[src/escaped_frame_deframer_core_defines.svh]
// assertion macros for the escaped frame deframer
`ifndef ESCAPED_FRAME_DEFRAMER_CORE_DEFINES_SVH
`define ESCAPED_FRAME_DEFRAMER_CORE_DEFINES_SVH

// same-cycle implication, checked at each rising clock edge out of reset
`define EFD_ASSERT_NOW(lbl, ante, cons, msg) \
   lbl: assert property (@(posedge clock) disable iff (reset) (ante) |-> (cons)) \
      else $error(msg);

// next-cycle implication, checked at each rising clock edge out of reset
`define EFD_ASSERT_NEXT(lbl, ante, cons, msg) \
   lbl: assert property (@(posedge clock) disable iff (reset) (ante) |=> (cons)) \
      else $error(msg);

`endif

[src/efd_pkg.sv]
// shared types and constants of the escaped frame deframer
package efd_pkg;

   localparam int BYTE_W      = 8;
   localparam int LEN_W       = 7;
   localparam int QUEUE_DEPTH = 2;
   localparam int CSR_AW      = 4;
   localparam int CSR_DW      = 32;

   localparam logic [1:0] REG_SEPARATOR = 2'd0;
   localparam logic [1:0] REG_ESCAPE    = 2'd1;
   localparam logic [1:0] REG_MAX_OUT   = 2'd2;

   localparam logic [BYTE_W-1:0] SEPARATOR_RESET = 8'd126;
   localparam logic [BYTE_W-1:0] ESCAPE_RESET    = 8'd125;
   localparam logic [LEN_W-1:0]  MAX_OUT_RESET   = 7'd64;

   typedef struct packed {
      logic              is_end;
      logic [BYTE_W-1:0] data;
   } efd_cmd_type;

   typedef struct packed {
      logic [BYTE_W-1:0] frame_byte;
      logic              frame_last;
      logic              frame_empty;
      logic [LEN_W-1:0]  frame_length;
   } efd_result_type;

endpackage

[src/efd_front.sv]
// front part: escape handling and classification of received bytes
module efd_front (
   input  logic                           clock,
   input  logic                           reset,
   input  logic                           push,
   input  logic [efd_pkg::BYTE_W-1:0]     rx_byte,
   output logic                           full,
   input  logic [efd_pkg::BYTE_W-1:0]     separator_byte,
   input  logic [efd_pkg::BYTE_W-1:0]     escape_byte,
   output logic                           q_push,
   output efd_pkg::efd_cmd_type           q_cmd,
   input  logic                           q_full
);

   logic escape_pending_ff;
   logic escape_pending_in;
   logic accept;
   logic is_sep;
   logic is_esc;

   assign full   = q_full;
   assign accept = push && !q_full;
   assign is_sep = !escape_pending_ff && (rx_byte == separator_byte);
   assign is_esc = !escape_pending_ff && (rx_byte == escape_byte);

   always_comb begin
      escape_pending_in = escape_pending_ff;
      q_push            = 1'b0;
      q_cmd.is_end      = is_sep;
      q_cmd.data        = rx_byte;
      if (accept) begin
         if (is_sep) begin
            q_push            = 1'b1;
            escape_pending_in = 1'b0;
         end else if (is_esc) begin
            escape_pending_in = 1'b1;
         end else begin
            q_push            = 1'b1;
            escape_pending_in = 1'b0;
         end
      end
   end

   always_ff @(posedge clock) begin
      if (reset) begin
         escape_pending_ff <= 1'b0;
      end else begin
         escape_pending_ff <= escape_pending_in;
      end
   end

endmodule

[src/efd_queue.sv]
// short command queue between front and back
module efd_queue (
   input  logic                 clock,
   input  logic                 reset,
   input  logic                 push,
   input  efd_pkg::efd_cmd_type din,
   output logic                 full,
   input  logic                 pop,
   output efd_pkg::efd_cmd_type dout,
   output logic                 empty
);

   localparam int QAW = (efd_pkg::QUEUE_DEPTH > 1) ? $clog2(efd_pkg::QUEUE_DEPTH) : 1;
   localparam int QCW = $clog2(efd_pkg::QUEUE_DEPTH + 1);

   efd_pkg::efd_cmd_type entry_ff [efd_pkg::QUEUE_DEPTH];
   logic [QAW-1:0] wr_ptr_ff;
   logic [QAW-1:0] wr_ptr_in;
   logic [QAW-1:0] rd_ptr_ff;
   logic [QAW-1:0] rd_ptr_in;
   logic [QCW-1:0] count_ff;
   logic [QCW-1:0] count_in;
   logic           do_push;
   logic           do_pop;

   assign full    = (count_ff == QCW'(efd_pkg::QUEUE_DEPTH));
   assign empty   = (count_ff == '0);
   assign do_push = push && !full;
   assign do_pop  = pop && !empty;
   assign dout    = entry_ff[rd_ptr_ff];

   always_comb begin
      wr_ptr_in = wr_ptr_ff;
      rd_ptr_in = rd_ptr_ff;
      count_in  = count_ff;
      if (do_push) begin
         wr_ptr_in = (wr_ptr_ff == QAW'(efd_pkg::QUEUE_DEPTH - 1)) ? '0 : wr_ptr_ff + 1'b1;
      end
      if (do_pop) begin
         rd_ptr_in = (rd_ptr_ff == QAW'(efd_pkg::QUEUE_DEPTH - 1)) ? '0 : rd_ptr_ff + 1'b1;
      end
      if (do_push && !do_pop) begin
         count_in = count_ff + 1'b1;
      end else if (do_pop && !do_push) begin
         count_in = count_ff - 1'b1;
      end
   end

   always_ff @(posedge clock) begin
      if (reset) begin
         wr_ptr_ff <= '0;
         rd_ptr_ff <= '0;
         count_ff  <= '0;
      end else begin
         wr_ptr_ff <= wr_ptr_in;
         rd_ptr_ff <= rd_ptr_in;
         count_ff  <= count_in;
      end
   end

   always_ff @(posedge clock) begin
      if (do_push) begin
         entry_ff[wr_ptr_ff] <= din;
      end
   end

endmodule

[src/efd_back.sv]
// back part: frame store, clipping and result delivery
module efd_back #(
   parameter int FRAME_BYTES = 64
) (
   input  logic                          clock,
   input  logic                          reset,
   input  logic [efd_pkg::LEN_W-1:0]     max_frame_out,
   input  efd_pkg::efd_cmd_type          q_cmd,
   input  logic                          q_empty,
   output logic                          q_pop,
   output efd_pkg::efd_result_type       result,
   output logic                          result_valid,
   input  logic                          result_pop
);

   localparam int AW = (FRAME_BYTES > 1) ? $clog2(FRAME_BYTES) : 1;
   localparam int CW = $clog2(FRAME_BYTES + 1);

   localparam logic [1:0] ST_IDLE  = 2'd0;
   localparam logic [1:0] ST_READ  = 2'd1;
   localparam logic [1:0] ST_LOAD  = 2'd2;
   localparam logic [1:0] ST_EMPTY = 2'd3;

   logic [efd_pkg::BYTE_W-1:0] mem [FRAME_BYTES];

   logic [1:0]                  state_ff;
   logic [1:0]                  state_in;
   logic [CW-1:0]               count_ff;
   logic [CW-1:0]               count_in;
   logic [CW-1:0]               count_base;
   logic [AW-1:0]               idx_ff;
   logic [AW-1:0]               idx_in;
   logic [efd_pkg::LEN_W-1:0]   len_ff;
   logic [efd_pkg::LEN_W-1:0]   len_in;
   logic [efd_pkg::LEN_W-1:0]   len_calc;
   logic [efd_pkg::LEN_W-1:0]   count_wide;
   logic [efd_pkg::BYTE_W-1:0]  rdata_ff;
   efd_pkg::efd_result_type     out_ff;
   efd_pkg::efd_result_type     out_in;
   logic                        out_valid_ff;
   logic                        out_valid_in;
   logic                        out_free;
   logic                        is_last;
   logic                        wr_en;
   logic [AW-1:0]               wr_addr;
   logic                        rd_en;

   assign count_base   = (count_ff == CW'(FRAME_BYTES)) ? '0 : count_ff;
   assign count_wide   = efd_pkg::LEN_W'(count_ff);
   assign len_calc     = (count_wide < max_frame_out) ? count_wide : max_frame_out;
   assign out_free     = !out_valid_ff || result_pop;
   assign is_last      = ((efd_pkg::LEN_W'(idx_ff) + 7'd1) == len_ff);
   assign result       = out_ff;
   assign result_valid = out_valid_ff;
   assign rd_en        = (state_ff == ST_READ);
   assign wr_addr      = count_base[AW-1:0];

   always_comb begin
      state_in     = state_ff;
      count_in     = count_ff;
      idx_in       = idx_ff;
      len_in       = len_ff;
      out_in       = out_ff;
      out_valid_in = out_valid_ff && !result_pop;
      q_pop        = 1'b0;
      wr_en        = 1'b0;
      unique case (state_ff)
         ST_IDLE: begin
            if (!q_empty) begin
               q_pop = 1'b1;
               if (q_cmd.is_end) begin
                  len_in   = len_calc;
                  idx_in   = '0;
                  count_in = '0;
                  state_in = (len_calc == '0) ? ST_EMPTY : ST_READ;
               end else begin
                  wr_en    = 1'b1;
                  count_in = count_base + 1'b1;
               end
            end
         end
         ST_READ: begin
            state_in = ST_LOAD;
         end
         ST_LOAD: begin
            if (out_free) begin
               out_in.frame_byte   = rdata_ff;
               out_in.frame_last   = is_last;
               out_in.frame_empty  = 1'b0;
               out_in.frame_length = len_ff;
               out_valid_in        = 1'b1;
               idx_in              = idx_ff + 1'b1;
               state_in            = is_last ? ST_IDLE : ST_READ;
            end
         end
         ST_EMPTY: begin
            if (out_free) begin
               out_in.frame_byte   = '0;
               out_in.frame_last   = 1'b1;
               out_in.frame_empty  = 1'b1;
               out_in.frame_length = '0;
               out_valid_in        = 1'b1;
               state_in            = ST_IDLE;
            end
         end
         default: begin
            state_in = ST_IDLE;
         end
      endcase
   end

   always_ff @(posedge clock) begin
      if (reset) begin
         state_ff     <= ST_IDLE;
         count_ff     <= '0;
         out_valid_ff <= 1'b0;
      end else begin
         state_ff     <= state_in;
         count_ff     <= count_in;
         out_valid_ff <= out_valid_in;
      end
   end

   always_ff @(posedge clock) begin
      idx_ff <= idx_in;
      len_ff <= len_in;
      out_ff <= out_in;
   end

   always_ff @(posedge clock) begin
      if (wr_en) begin
         mem[wr_addr] <= q_cmd.data;
      end
   end

   always_ff @(posedge clock) begin
      if (rd_en) begin
         rdata_ff <= mem[idx_ff];
      end
   end

endmodule

[src/escaped_frame_deframer_core.sv]
// top level of the escaped frame deframer: control registers and channel wiring
//
// usage
//   req_ channel: raw received bytes, one beat per push while req_full is low.
//   rsp_ channel: unstuffed frame bytes; a frame ends with rsp_frame_last, and an
//   empty frame gives a single beat with rsp_frame_empty set.
//   csr_ port: separator byte at 0x0, escape byte at 0x4, max frame length at 0x8.
// timing
//   a byte is accepted and passes through a two-entry command queue
//   to the frame store; while the back end is idle one byte is taken per cycle.
//   after the separator the first beat passes READ (registered store read) and
//   LOAD, an empty frame EMPTY; each further beat again passes READ and LOAD.
//   while a frame is delivered the queue fills and req_full rises after two beats.
// reset
//   synchronous; clears queue, counts, escape state and the output valid flag and
//   loads the control registers with separator 126, escape 125 and length 64.
// stall
//   a held rsp_ beat stays on the ports; the back end waits and the queue backs
//   up into req_full, with no beat lost.
`include "escaped_frame_deframer_core_defines.svh"

module escaped_frame_deframer_core #(
   parameter int FRAME_BYTES = 64
) (
   input  logic                              clock,
   input  logic                              reset,
   input  logic                              req_push,
   input  logic [efd_pkg::BYTE_W-1:0]        req_rx_byte,
   output logic                              req_full,
   output logic                              rsp_empty,
   input  logic                              rsp_pop,
   output logic [efd_pkg::BYTE_W-1:0]        rsp_frame_byte,
   output logic                              rsp_frame_last,
   output logic                              rsp_frame_empty,
   output logic [efd_pkg::LEN_W-1:0]         rsp_frame_length,
   input  logic                              csr_psel,
   input  logic                              csr_penable,
   input  logic                              csr_pwrite,
   input  logic [efd_pkg::CSR_AW-1:0]        csr_paddr,
   input  logic [efd_pkg::CSR_DW-1:0]        csr_pwdata,
   output logic [efd_pkg::CSR_DW-1:0]        csr_prdata,
   output logic                              csr_pready
);

   logic [efd_pkg::BYTE_W-1:0] separator_ff;
   logic [efd_pkg::BYTE_W-1:0] escape_ff;
   logic [efd_pkg::LEN_W-1:0]  max_out_ff;
   logic [1:0]                 csr_index;
   logic                       csr_write;

   efd_pkg::efd_cmd_type       f_cmd;
   efd_pkg::efd_cmd_type       q_cmd;
   logic                       f_push;
   logic                       q_full;
   logic                       q_empty;
   logic                       q_pop;
   efd_pkg::efd_result_type    result;
   logic                       result_valid;

   assign csr_pready = 1'b1;
   assign csr_index  = csr_paddr[3:2];
   assign csr_write  = csr_psel && csr_penable && csr_pwrite && csr_pready;

   always_ff @(posedge clock) begin
      if (reset) begin
         separator_ff <= efd_pkg::SEPARATOR_RESET;
         escape_ff    <= efd_pkg::ESCAPE_RESET;
         max_out_ff   <= efd_pkg::MAX_OUT_RESET;
      end else if (csr_write) begin
         unique case (csr_index)
            efd_pkg::REG_SEPARATOR: separator_ff <= csr_pwdata[efd_pkg::BYTE_W-1:0];
            efd_pkg::REG_ESCAPE:    escape_ff    <= csr_pwdata[efd_pkg::BYTE_W-1:0];
            efd_pkg::REG_MAX_OUT:   max_out_ff   <= csr_pwdata[efd_pkg::LEN_W-1:0];
            default: begin
            end
         endcase
      end
   end

   always_comb begin
      unique case (csr_index)
         efd_pkg::REG_SEPARATOR: csr_prdata = efd_pkg::CSR_DW'(separator_ff);
         efd_pkg::REG_ESCAPE:    csr_prdata = efd_pkg::CSR_DW'(escape_ff);
         efd_pkg::REG_MAX_OUT:   csr_prdata = efd_pkg::CSR_DW'(max_out_ff);
         default:                csr_prdata = '0;
      endcase
   end

   efd_front u_front (
      .clock          (clock),
      .reset          (reset),
      .push           (req_push),
      .rx_byte        (req_rx_byte),
      .full           (req_full),
      .separator_byte (separator_ff),
      .escape_byte    (escape_ff),
      .q_push         (f_push),
      .q_cmd          (f_cmd),
      .q_full         (q_full)
   );

   efd_queue u_queue (
      .clock (clock),
      .reset (reset),
      .push  (f_push),
      .din   (f_cmd),
      .full  (q_full),
      .pop   (q_pop),
      .dout  (q_cmd),
      .empty (q_empty)
   );

   efd_back #(
      .FRAME_BYTES (FRAME_BYTES)
   ) u_back (
      .clock         (clock),
      .reset         (reset),
      .max_frame_out (max_out_ff),
      .q_cmd         (q_cmd),
      .q_empty       (q_empty),
      .q_pop         (q_pop),
      .result        (result),
      .result_valid  (result_valid),
      .result_pop    (rsp_pop)
   );

   assign rsp_empty        = !result_valid;
   assign rsp_frame_byte   = result.frame_byte;
   assign rsp_frame_last   = result.frame_last;
   assign rsp_frame_empty  = result.frame_empty;
   assign rsp_frame_length = result.frame_length;

   `EFD_ASSERT_NOW(a_queue_no_overflow, f_push, !q_full, "command queue overflow")
   `EFD_ASSERT_NOW(a_empty_frame_shape, !rsp_empty && rsp_frame_empty,
      rsp_frame_last && (rsp_frame_length == 7'd0), "empty frame beat malformed")
   `EFD_ASSERT_NOW(a_length_bound, !rsp_empty && !rsp_frame_empty,
      (rsp_frame_length != 7'd0) && (rsp_frame_length <= efd_pkg::LEN_W'(FRAME_BYTES)),
      "frame length out of range")
   `EFD_ASSERT_NEXT(a_pop_only_when_queued, q_pop, !$past(q_empty), "queue popped while empty")

endmodule
[config.mk]
export PLATFORM = sky130hd
export DESIGN_NAME = escaped_frame_deframer_core
export DESIGN_NICKNAME = d
export VERILOG_FILES = /design/src/efd_pkg.sv /design/src/efd_front.sv /design/src/efd_queue.sv /design/src/efd_back.sv /design/src/escaped_frame_deframer_core.sv
export VERILOG_INCLUDE_DIRS = /design/src /design/src/src
export SDC_FILE = /design/constraint.sdc
export NUM_CORES = 1
export LEC_CHECK = 0
export BUFFER_PORTS_ARGS = -buffer_cell sky130_fd_sc_hd__buf_4
export CAP_MARGIN = 20
export CORE_MARGIN = 2
export CORE_UTILIZATION = 50
export DETAILED_ROUTE_END_ITERATION = 6
export PLACE_DENSITY = 0.66
export SLEW_MARGIN = 30
export SYNTH_ARGS = -nofsm -noshare
export SYNTH_HDL_FRONTEND = slang
export SYNTH_SLANG_ARGS = --single-unit
[constraint.sdc]
create_clock -name clock -period 2.69 [get_ports clock]
set_clock_uncertainty 0.1 [all_clocks]
set_input_delay 0.1345 -clock clock [delete_from_list [all_inputs] [get_ports clock]]
set_output_delay 0.1345 -clock clock [all_outputs]
set_load 0.02 [all_outputs]
==> reports/results.env <==
SYNTH-SEQ-AREA-SHARE_PCT=73.56
FINAL-SETUP-VIOL-COUNT=0
CTS_MADE_BUFFERS=60
CTS_MAX_PATH_BUFFERS=3
FINAL_LAYOUT_SIZE_SUFFIX_GT1_SHARE_PCT=27.02
SYN_TO_FINAL_GROWTH_PCT=17.47
DIE_WIDTH_UM=224.2
SYNTH_TOP_FAMILY_BY_AREA='multiplexers'
TRACK_USAGE_PCT=21.45
WORST_SETUP_PATH_CLASS='reg2reg'
INITIAL_UTILIZATION_PCT=50.68
VIA_COUNT=12600
NETLIST_TOP_CELLS_AREA='sky130_fd_sc_hd__edfxtp_1 70%, sky130_fd_sc_hd__mux4_2 12%, sky130_fd_sc_hd__dfxtp_1 3.2%'
SYNTH_COMPOUND_AREA_SHARE_PCT=3.679
HTREE_LEVELS=2
GRT_UTIL_MET1_PCT=30.31
ASYNCSETRESETFLOPFRACSYNTH_PCT=0
MAXSLEWHEADROOM_PCT=45.31
REQUIRED_PS=2970
FLOORPLAN.IO_PINS=103
NUMBER_OF_ENABLE_TYPE_REGISTER_CELLS_IN_THE_SYNTHESIZED_NETLIST=568
FINALHOLDVIOLATIONS=0
HOLD_END='max_out_ff[0]'
DETAILEDROUTE.FIRSTITERATIONVIOLATIONS=1277
NETLIST.TOP_CELL.BY_AREA='sky130_fd_sc_hd__edfxtp_1'
SYNTH-ADDER-AREA-SHARE_PCT=0.5160
PLACEMENTROWS=80
PERIOD_NEEDED_PS=2569
RUN_STATUS='finished, final reports clean'
HOLD-WORST-SLACK_PS=88.07
LAYOUT_WORST_PATH_CYCLE_SHARE_PCT=95.52
USE_MET3_PCT=4.259
CRITICAL_PATH.MAX_FANOUT=32
MAXCAPVIOLATIONS=0
GRT_PASS1_VIAS=12660
GRT_FIRST_PASS_WIRELENGTH_UM=79290
POST_DRT_VIA_CELL_RATIO=5.731
SYNTH.YOSYS.WARNINGS=0
DRC=0
ENDPOINT_KIND='register'
PORT-BUFFER-COUNT=51
TIMING.FINAL.MAX_SLEW_VIOLATIONS=0
FP.DIEAREA_SQ_UM=50270
SLOWEST_STAGE='sky130_fd_sc_hd__mux4_2'
SYN_AREA_PER_CELL_SQ_UM=18.37
FILLCELLCOUNT=3441
TRITONCTS_CLOCK_TREE='done'
CP_SLOWEST_STAGE_DELAY_PS=580
HOLD_PATH_DEPTH=6
SYN_AREA_SQ_UM=24250
GRT-BUSIEST-LAYER='met2'
ROOT_BUFFER='sky130_fd_sc_hd__clkbuf_16'
SETUP_TNS_PS=0
ROUTE.FINAL.WIRE_LENGTH_UM=52830
RSZ0062_AT_GRT='no'
YS_DOMINANT_REG_CELL='sky130_fd_sc_hd__edfxtp_1'
DP_HPWL_UM=32200
WORSTHOLDSTART='csr_penable'
CTS_SINK_COUNT=607
SYNTH-SEQ-CELLS=607
CLOCK_LATENCY_PS=640
REG2REG_FROM='u_back.idx_ff[0]'
CELLPOWERDENSITY_nW_PER_UM2=951.1
REG2REG_SLACK_PS=120
SYNTH.TOP_CELLS.BY_COUNT='568 x sky130_fd_sc_hd__edfxtp_1, 128 x sky130_fd_sc_hd__mux4_2, 112 x sky130_fd_sc_hd__nor2_1'
POSTROUTEANTENNANETS=0
GPL.FINAL_WEIGHTED_CONGESTION=0.8172
CLKTRANSATPATHREGS_PS=60
USE_MET2_PCT=34.30
R2R.WORST_PATH.CELLS=7
GRT_START_MAX_NET_PINS=65
MAX_SLEW.WORST_PIN.SLEW_PS=819.5
DATA_ARRIVAL_TIME_OF_THE_WORST_PATH_PS=2850
TIMING.CRITICAL_PATH.FROM_TYPE='register'
ANTENNA_FOUND_INITIAL=0
FINALNETCOUNT=1595
LEAK_PWR_nW=9.540
GRT-OVFL-TOTAL=0
SYNTHXORXNORAREAFRAC_PCT=1.068
DESIGN.CORE.AREA_SQ_UM=47850
FMAXACHIEVABLE_MHz=389.2
WL_PER_CELL_UM=24.02
SYNTH.MUX.AREA_FRACTION_PCT=13.74
YOSYSMOSTFREQUENTCELL='sky130_fd_sc_hd__edfxtp_1'
DIE-HEIGHT_UM=224.2
CRIT_CHAIN='buf_4 > buf_12 > mux4_2 > mux2i_1 > o221ai_1 > a21oi_1 > a211oi_1'
DRT_FIRST_PASS_ITERS=6
SYN-INSTANCE-COUNT=1320
TIMING.RR.END='u_back.rdata_ff[4]'
VDD.IR_DROP.WORST_mV=0.6863
WORST_HOLD_PATH_TYPE='in2reg'
N_ANTENNA_CELL=0
SIMPLE_GATE_AREA_SHARE_OF_THE_YOSYS_NETLIST_PCT=5.140
SYNTH_TOP_CELL_AREA_SHARE_PCT=70.34
NETLIST-CELL-TYPE-COUNT=51
-- per-stage QoR --
stage               utilization [%]  setup slack, ps  total power, W  cell area [sq um]  cells
finish                        59.53            120.6         0.02709              28480   2199
global route                  59.53            59.82         0.02808              28480   2199
CTS                           59.48            10.89         0.02726              28460   2198
detailed placement            54.82            34.89         0.01880              26230   2061
global placement              54.81            50.06         0.01866              26220   2061
floorplan                         -            270.3         0.01610              24330   1343
-- flip-flops by register name, summed over array words and instances (netlist names), named ones only --
signal / flops
escape_ff: 8
max_out_ff: 7
separator_ff: 8
u_back.count_ff: 7
u_back.idx_ff: 6
u_back.len_ff: 7
u_back.mem: 512
u_back.rdata_ff: 8
u_back.result: 17
u_back.result_valid: 1
u_back.state_ff: 2
u_front.escape_pending_ff: 1
u_queue.count_ff: 2
u_queue.entry_ff: 18
u_queue.rd_ptr_ff: 1
u_queue.wr_ptr_ff: 1
-- power breakdown --
| group | switching (W) | total, W | internal [W] |
|---|---|---|---|
| Sequential | 0.000216 | 0.0117 | 0.0114 |
| Clock | 0.00352 | 0.00848 | 0.00496 |
| Combinational | 0.00401 | 0.00695 | 0.00294 |
| Total | 0.00775 | 0.0271 | 0.0193 |
-- layout by cell type, fill, tap and decap left out, types with 18 or more instances in the layout --
cell type	instances
sky130_fd_sc_hd__a21oi_1	20
sky130_fd_sc_hd__a22oi_1	32
sky130_fd_sc_hd__buf_4	183
sky130_fd_sc_hd__clkbuf_16	60
sky130_fd_sc_hd__conb_1	25
sky130_fd_sc_hd__dfxtp_1	39
sky130_fd_sc_hd__dlygate4sd3_1	25
sky130_fd_sc_hd__edfxtp_1	568
sky130_fd_sc_hd__mux2i_1	32
sky130_fd_sc_hd__mux4_2	128
sky130_fd_sc_hd__nand2_1	60
sky130_fd_sc_hd__nand3_1	18
sky130_fd_sc_hd__nor2_1	111
sky130_fd_sc_hd__o21ai_0	22
-- critical path: cells and delay by family (launching register included) --
family,cells,cell delay [ps]
mux,2,890
flops,1,410
buf+inv,2,410
compound gates,3,500
-- layer usage --
metal,routed length (um),vias up
li1,-,5653
met4,1382,0
met1,22520,6483
met3,3060,88
met5,0,-
met2,25870,379
-- worst max path at each step --
stage	from	endpoint	slack (ps)	cells after the start
floorplan	register	u_back.mem[35][0]	270	6
global placement	u_back.idx_ff[0]	u_back.rdata_ff[0]	50	7
detailed placement	u_back.idx_ff[0]	u_back.rdata_ff[0]	30	7
CTS	u_back.idx_ff[0]	u_back.rdata_ff[0]	10	7
global route	u_back.idx_ff[0]	u_back.rdata_ff[3]	60	8
finish	u_back.idx_ff[0]	u_back.rdata_ff[4]	120	7
-- area by class of cell --
class	count	area (sq um)	share of cell area, %
Clock buffer	75	1558	5.469
Clock inverter	37	422.9	1.485
Inverter	15	56.30	0.1977
Multi-Input combinational cell	630	5976	20.98
Sequential cell	607	17840	62.62
Tap cell	615	769.5	2.702
Timing Repair Buffer	220	1864	6.545
-- timing repair --
item,in CTS,in global routing
endpoints found under the hold margin,57,0
setup endpoints to repair,0,3
hold buffers,25,0
setup buffers,0,1
resized for setup,0,3
-- cells by family (layout without fill, tap and decap cells) --
logic type                 after synthesis  after routing
and+or+nand+nor                        269            269
buffers and inverters                  106            347
DFF                                    607            607
xor gates and xnor gates                28             28
adders and majority gates               10             10
AOI/OAI and AO/OA                      127            127
muxes                                  171            171
other                                    2             25
Note: power is estimated with default switching activity, not from simulation.
